==> src/hdl/mocap_pose_decimate_differentiate_macros.svh <==
// ============================================================================
// mocap_pose_decimate_differentiate_macros.svh
// Assertion macros shared by the pose decimator RTL.
// ============================================================================
`ifndef MOCAP_POSE_DECIMATE_DIFFERENTIATE_MACROS_SVH
`define MOCAP_POSE_DECIMATE_DIFFERENTIATE_MACROS_SVH

// same-cycle implication, sampled on clk, off during reset
`define MPD_ASSERT_IMPL(name, ante, cons, msg) \
    name: assert property (@(posedge clk) disable iff (!rst_n) (ante) |-> (cons)) \
        else $error(msg);

// next-cycle implication
`define MPD_ASSERT_NEXT(name, ante, cons, msg) \
    name: assert property (@(posedge clk) disable iff (!rst_n) (ante) |=> (cons)) \
        else $error(msg);

`endif

==> src/hdl/mpd_pkg.sv <==
// ============================================================================
// mpd_pkg
// Shared widths, register codes, reset values and the MAC operation type.
// ============================================================================
`timescale 1ns / 1ps
`default_nettype none

package mpd_pkg;

    localparam int POS_W      = 32;
    localparam int Q_W        = 16;
    localparam int STAMP_W    = 63;
    localparam int SEQ_W      = 32;
    localparam int CFG_IDX_W  = 2;
    localparam int CFG_DATA_W = 24;

    localparam int MAC_A_W    = 36;
    localparam int MAC_B_W    = 25;
    localparam int MAC_P_W    = MAC_A_W + MAC_B_W;
    localparam int ACC_W      = 64;
    localparam int HI_SHIFT   = 20;

    typedef enum logic [CFG_IDX_W-1:0] {
        CFG_SAMPLES_PER_OUTPUT = 2'd0,
        CFG_INV_SAMPLES        = 2'd1,
        CFG_INV_OUTPUT_PERIOD  = 2'd2,
        CFG_HOLD_STEP          = 2'd3
    } cfg_reg_t;

    localparam logic [7:0]  SPO_RST    = 8'd1;
    localparam logic [16:0] INV_S_RST  = 17'd65536;
    localparam logic [23:0] INV_P_RST  = 24'd25600;
    localparam logic [23:0] HOLD_RST   = 24'd167772;
    localparam logic signed [Q_W-1:0] Q_ONE = 16'sd16384;
    localparam logic signed [ACC_W-1:0] ROT_HALF = 64'sd134217728;

    typedef struct packed {
        logic                      vld;
        logic                      hi;
        logic                      first;
        logic signed [ACC_W-1:0]   init;
        logic signed [MAC_A_W-1:0] a;
        logic signed [MAC_B_W-1:0] b;
    } mac_op_t;

endpackage

`default_nettype wire

==> src/hdl/mpd_mac.sv <==
// ============================================================================
// mpd_mac
// Shared two-stage multiply-accumulate: registered product, then accumulate.
// ============================================================================
`timescale 1ns / 1ps
`default_nettype none

module mpd_mac import mpd_pkg::*;
(
    input  wire logic                    clk,
    input  wire logic                    rst_n,
    input  wire mac_op_t                 op,
    output logic signed [ACC_W-1:0]      acc
);

    logic                      vld_reg;
    logic                      hi_reg;
    logic                      first_reg;
    logic signed [MAC_P_W-1:0] prod_reg;
    logic signed [ACC_W-1:0]   init_reg;
    logic signed [ACC_W-1:0]   acc_reg;
    logic signed [ACC_W-1:0]   prod_ext;
    logic signed [ACC_W-1:0]   addend;
    logic signed [ACC_W-1:0]   base;

    always_ff @(posedge clk or negedge rst_n)
    begin
        if (!rst_n)
        begin
            vld_reg   <= 1'b0;
            hi_reg    <= 1'b0;
            first_reg <= 1'b0;
        end
        else
        begin
            vld_reg   <= op.vld;
            hi_reg    <= op.hi;
            first_reg <= op.first;
        end
    end

    always_comb
    begin
        prod_ext = {{(ACC_W-MAC_P_W){prod_reg[MAC_P_W-1]}}, prod_reg};
        if (!vld_reg)
            addend = '0;
        else if (hi_reg)
            addend = prod_ext <<< HI_SHIFT;
        else
            addend = prod_ext;
        base = first_reg ? init_reg : acc_reg;
    end

    always_ff @(posedge clk)
    begin
        prod_reg <= $signed(op.a) * $signed(op.b);
        init_reg <= op.init;
        acc_reg  <= base + addend;
    end

    assign acc = acc_reg;

endmodule

`default_nettype wire

==> config.mk <==
export PLATFORM = sky130hd
export DESIGN_NAME = mpd_mac
export DESIGN_NICKNAME = d
export VERILOG_FILES = /design/src/hdl/mocap_pose_decimate_differentiate_macros.svh /design/src/hdl/mpd_pkg.sv /design/src/hdl/mpd_mac.sv
export SDC_FILE = /design/constraint.sdc
export NUM_CORES = 2
export LEC_CHECK = 0
export ABC_AREA = 1
export ABC_CLOCK_PERIOD_IN_PS = 3400
export BUFFER_PORTS_ARGS = -buffer_cell sky130_fd_sc_hd__buf_2
export CAP_MARGIN = 15
export CORE_AREA = 2 2 294 296
export CTS_BUF_LIST = sky130_fd_sc_hd__clkbuf_4
export DETAILED_ROUTE_END_ITERATION = 8
export DIE_AREA = 0 0 296 298
export PLACE_DENSITY = 0.8
export SYNTH_ARGS = -nofsm -noshare
export SYNTH_HDL_FRONTEND = slang
export SYNTH_SLANG_ARGS = --single-unit
==> constraint.sdc <==
create_clock -name clk -period 3.4 [get_ports clk]
set_input_delay 0.68 -clock clk [delete_from_list [all_inputs] [get_ports clk]]
set_output_delay 0.68 -clock clk [all_outputs]
set_load 0.02 [all_outputs]
; ---- Yosys cells after proc, flatten, opt, wreduce, memory -nomap -nowiden
; Index checks and enable logic that the tools add are counted.
[classes]
add_sub_neg = 1
mul = 1
muxes = 3
[op_table]
columns = cell, n
row1 = $mux 64, 3
row2 = $add 64x64->64, 1
row3 = $mul 36x25->61, 1
[totals]
regBits = 192
wordCells = 11
out_inout_bits = 64

; ---- Depth between registers and ports, before layout
[logic_depth]
depth_word = 3
ltp_mapped = 31
mapped_depth_nobuf = 29

; ---- Worst setup path after synthesis
; Ideal clock, no wire load.
[synth_path]
path_kind = in2reg
from = input op[60] (netlist bit)
to = register prod_reg[60]
setup_slack_ns = -3.316
cell_stages = 23
arrival_ns = 6.603
n_path_buf = 2
t_required_ns = 3.287
path_cell_list = clkbuf_1 > clkbuf_1 > nand2_1 > inv_1 > fa_1 > inv_1 > fa_1 > fa_1 > inv_1 > fa_1 > inv_1 > fa_1 > fa_1 > inv_1 > fa_1 > ha_1 > nand2_1 > nor2_1 > nand2_1 > nor4_2 > a21oi_1 > nand2_1 > nand2_1
[synth_via]
elab_chain_len = 1
[synth_lines]
columns = element, line
row1 = from (decl), mpd_mac.sv:12  ; input wire mac_op_t op,
row2 = $mul 36x25->61, mpd_mac.sv:56  ; prod_reg <= $signed(op.a) * $signed(op.b);
row3 = to (signal assigned), mpd_mac.sv:56
row4 = to (decl), mpd_mac.sv:19  ; logic signed [MAC_P_W-1:0] prod_reg;
; No other way between the ends.

; ---- Worst setup path after layout
[layout_path]
from = input op[10] (netlist bit)
to = register prod_reg[33]
; The elaborated chain is that of the path after synthesis.

==> flow_metrics.py <==
metrics = {
    "timing": {
        "setup_ws_ns": -2.605,
        "fin_hold_ws_ns": 0.1213,
        "clock_skew_ns": 0.04549,
        "timing.final.crit_share_pct": 176.6,
        "finalHoldViolCount": 0,
        "slew_headroom_pct": 67.05,
        "fmax_mhz": 166.5,
        "finalSetupViolations": 55,
        "drv_slew": 0,
        "min_period_ns": 6.005,
        "rsz0062_at_grt": "yes",
        "worst_pin_slew_ns": 0.4943,
    },
    "synth": {
        "synth-simple-area-share_pct": 20.94,
        "syn-num-nets": 7349,
        "synthMuxAreaShare_pct": 1.610,
        "netlist_area_um2": 44700,
        "synth-edff-count": 0,
        "synthArstFlopShare_pct": 1.563,
        "synth-seq-cells": 192,
        "synth.yosys.seq_area_share_pct": 8.633,
        "synth_fa_ha_area_share_pct": 47.17,
        "synth-compound-area-share_pct": 3.230,
        "avgSynthCellArea_um2": 7.350,
        "postSynthCellCount": 6081,
        "synth_top_family_by_area": "adder cells",
        "yosysUniqueCellTypes": 39,
        "synth_xor_area_share_pct": 1.450,
        "yosysWarnings": 0,
        "synth-main-ff-cell": "dfxtp_1",
    },
    "global_route": {
        "grt_max_degree": 30,
        "antenna_found_initial": 5,
        "grt_pass1_wl_um": 235200,
        "gr-usage-all-layers_pct": 34.67,
        "grt_overflow": 0,
        "grt_pass1_vias": 43330,
    },
    "floorplan": {
        "chipHeight_um": 298,
        "ioPinCount": 194,
        "fp.coreArea_um2": 84880,
        "dieArea_um2": 88210,
        "fp.dieW_um": 296,
        "rows": 107,
        "start_util_pct": 52.66,
    },
    "place": {
        "hpwl_um": 122800,
        "portBuffers": 193,
        "place_worst_setup_slack_ns": -3.616,
        "finalWeightedCongestion": 1.011,
    },
    "setup_path": {
        "arrival_ns": 6.60,
        "cp_slowest_cell": "fa_1",
        "end_kind": "flip-flop",
        "cpLargestDelayFamily": "adder cells",
        "crit_buf_inv": 10,
        "cp.required_ns": 3.99,
        "slowest_delay_ns": 0.65,
        "critPathMaxFanout": 10,
        "cpMostUsedCell": "fa_1",
        "critPathLaunchType": "primary input",
        "path_class": "primary input to flip-flop",
    },
    "route": {
        "dr.first_iter.drc_count": 3419,
        "wl_met1_um": 59000,
        "wl_met3_um": 14530,
        "drc_errors": 0,
        "via_per_inst": 5.273,
        "wl_um": 158000,
        "wl_met2_um": 73510,
        "num_vias": 41110,
        "ant_nets": 0,
        "drt-wirelength-per-cell_um": 20.26,
        "detail_route.first_pass.iterations": 9,
        "top_layer_used": "met5",
    },
    "clock_network": {
        "cts_tree": "done",
        "htree_levels": 4,
        "clock_latency_ns": 0.67,
        "root_buffer": "clkbuf_4",
        "clk_pin_slew_worst_paths_ns": 0.17,
        "cts_buffers": 17,
        "clock_path_buffers": 2,
        "clkSinkCount": 192,
    },
    "finish": {
        "nets": 7905,
        "drive_gt1_share_pct": 24.89,
        "area_growth_syn_to_layout_pct": 25.74,
        "fillers": 6628,
        "layout_commonest_cell": "inv_1",
        "final_cell_mix": "inv_1 (1628), nand2_1 (1552), fa_1 (850)",
    },
    "outcome": {
        "failed_checks": "negative setup slack",
        "outcome": "finished, violations left",
    },
    "hold_path": {
        "hp-class": "primary input to flip-flop",
    },
    "flow_run": {
        "max_cap_viol_count": 0,
    },
}
[area by class of cell]
cell class	count	area [um2]	share of cell area, %
multi-input cells	3871	36770	65.42
inverters	1789	6777	12.06
diodes	2	5.005	0.008905
clock inverters	14	145.1	0.2582
clock buffers	18	135.1	0.2404
well taps	1144	1431	2.547
repair buffers	766	7079	12.60
flip-flops and latches	192	3860	6.868
[worst paths after layout]
| path | from | to | slack, ns | depth (start not counted) |
|---|---|---|---|---|
| min reg2reg | init_reg[0]$_DFF_P_ | acc[0]$_DFF_P_ | 0.62 | 2 |
| max in group asynchronous | rst_n | first_reg$_DFF_PN0_ | 2.95 | 2 |
| max | op[10] | prod_reg[33]$_DFF_P_ | -2.61 | 27 |
| max reg2reg | hi_reg$_DFF_PN0_ | acc[54]$_DFF_P_ | 0.16 | 15 |
| min in group asynchronous | rst_n | hi_reg$_DFF_PN0_ | 0.34 | 2 |
| min | op[70] | init_reg[9]$_DFF_P_ | 0.12 | 1 |
[worst reg2reg max path: cells and delay by family (launching register included)]
kind	cells	cell delay (ns)
flops	1	0.52
fa+ha+maj	2	0.79
buf+inv	1	0.11
simple gates	12	1.73
[cell families after synthesis]
logic type,Yosys count
buf+inv,2018
compound gates,272
mux,64
xor+xnor,74
fa+ha+maj,1138
flops,192
simple gates,2323
[per-layer routing]
metal / track usage [%] / vias up
met2: 58.13 / 2254
met5: 0 / -
met3: 5.550 / 659
met4: 16.03 / 6
met1: 43.89 / 19900
li1: - / 18290
[synth_stat cells (all sizes together), types with 24 or more instances]
master	count	area share, %
nand2	1805	15
inv	1788	15
fa	912	41
nor2	293	2.6
ha	226	6.3
clkbuf	220	1.8
dfxtp	189	8.5
a21oi	155	1.7
nand3	138	1.7
o21ai	89	1.0
xor2	67	1.3
mux2	63	1.6
nand4	32	0.45
nor3	31	0.49
o21bai	24	0.40
[stage by stage]
step | std cells | util, % | instance area (um2) | setup TNS, ns
after floorplan | 6081 | - | 45170 | -136.96
after detailed placement | 7668 | 59.44 | 50450 | -178.30
after global routing | 7796 | 66.22 | 56200 | -130.68
final | 7796 | 66.22 | 56200 | -125.44
after global placement | 7668 | 59.44 | 50450 | -174.39
after CTS | 7764 | 64.20 | 54500 | -109.73
[repair_timing]
item	in CTS	in global routing
endpoints found under the hold margin	3	0
setup buffers	56	31
resized for setup	815	406
setup endpoints to repair	56	56
hold buffers	1	0
pin swaps	266	278
gates cloned	10	6
Power is not shown: default switching activity piles up to over one toggle a cycle in this logic, so the estimate is an artifact.
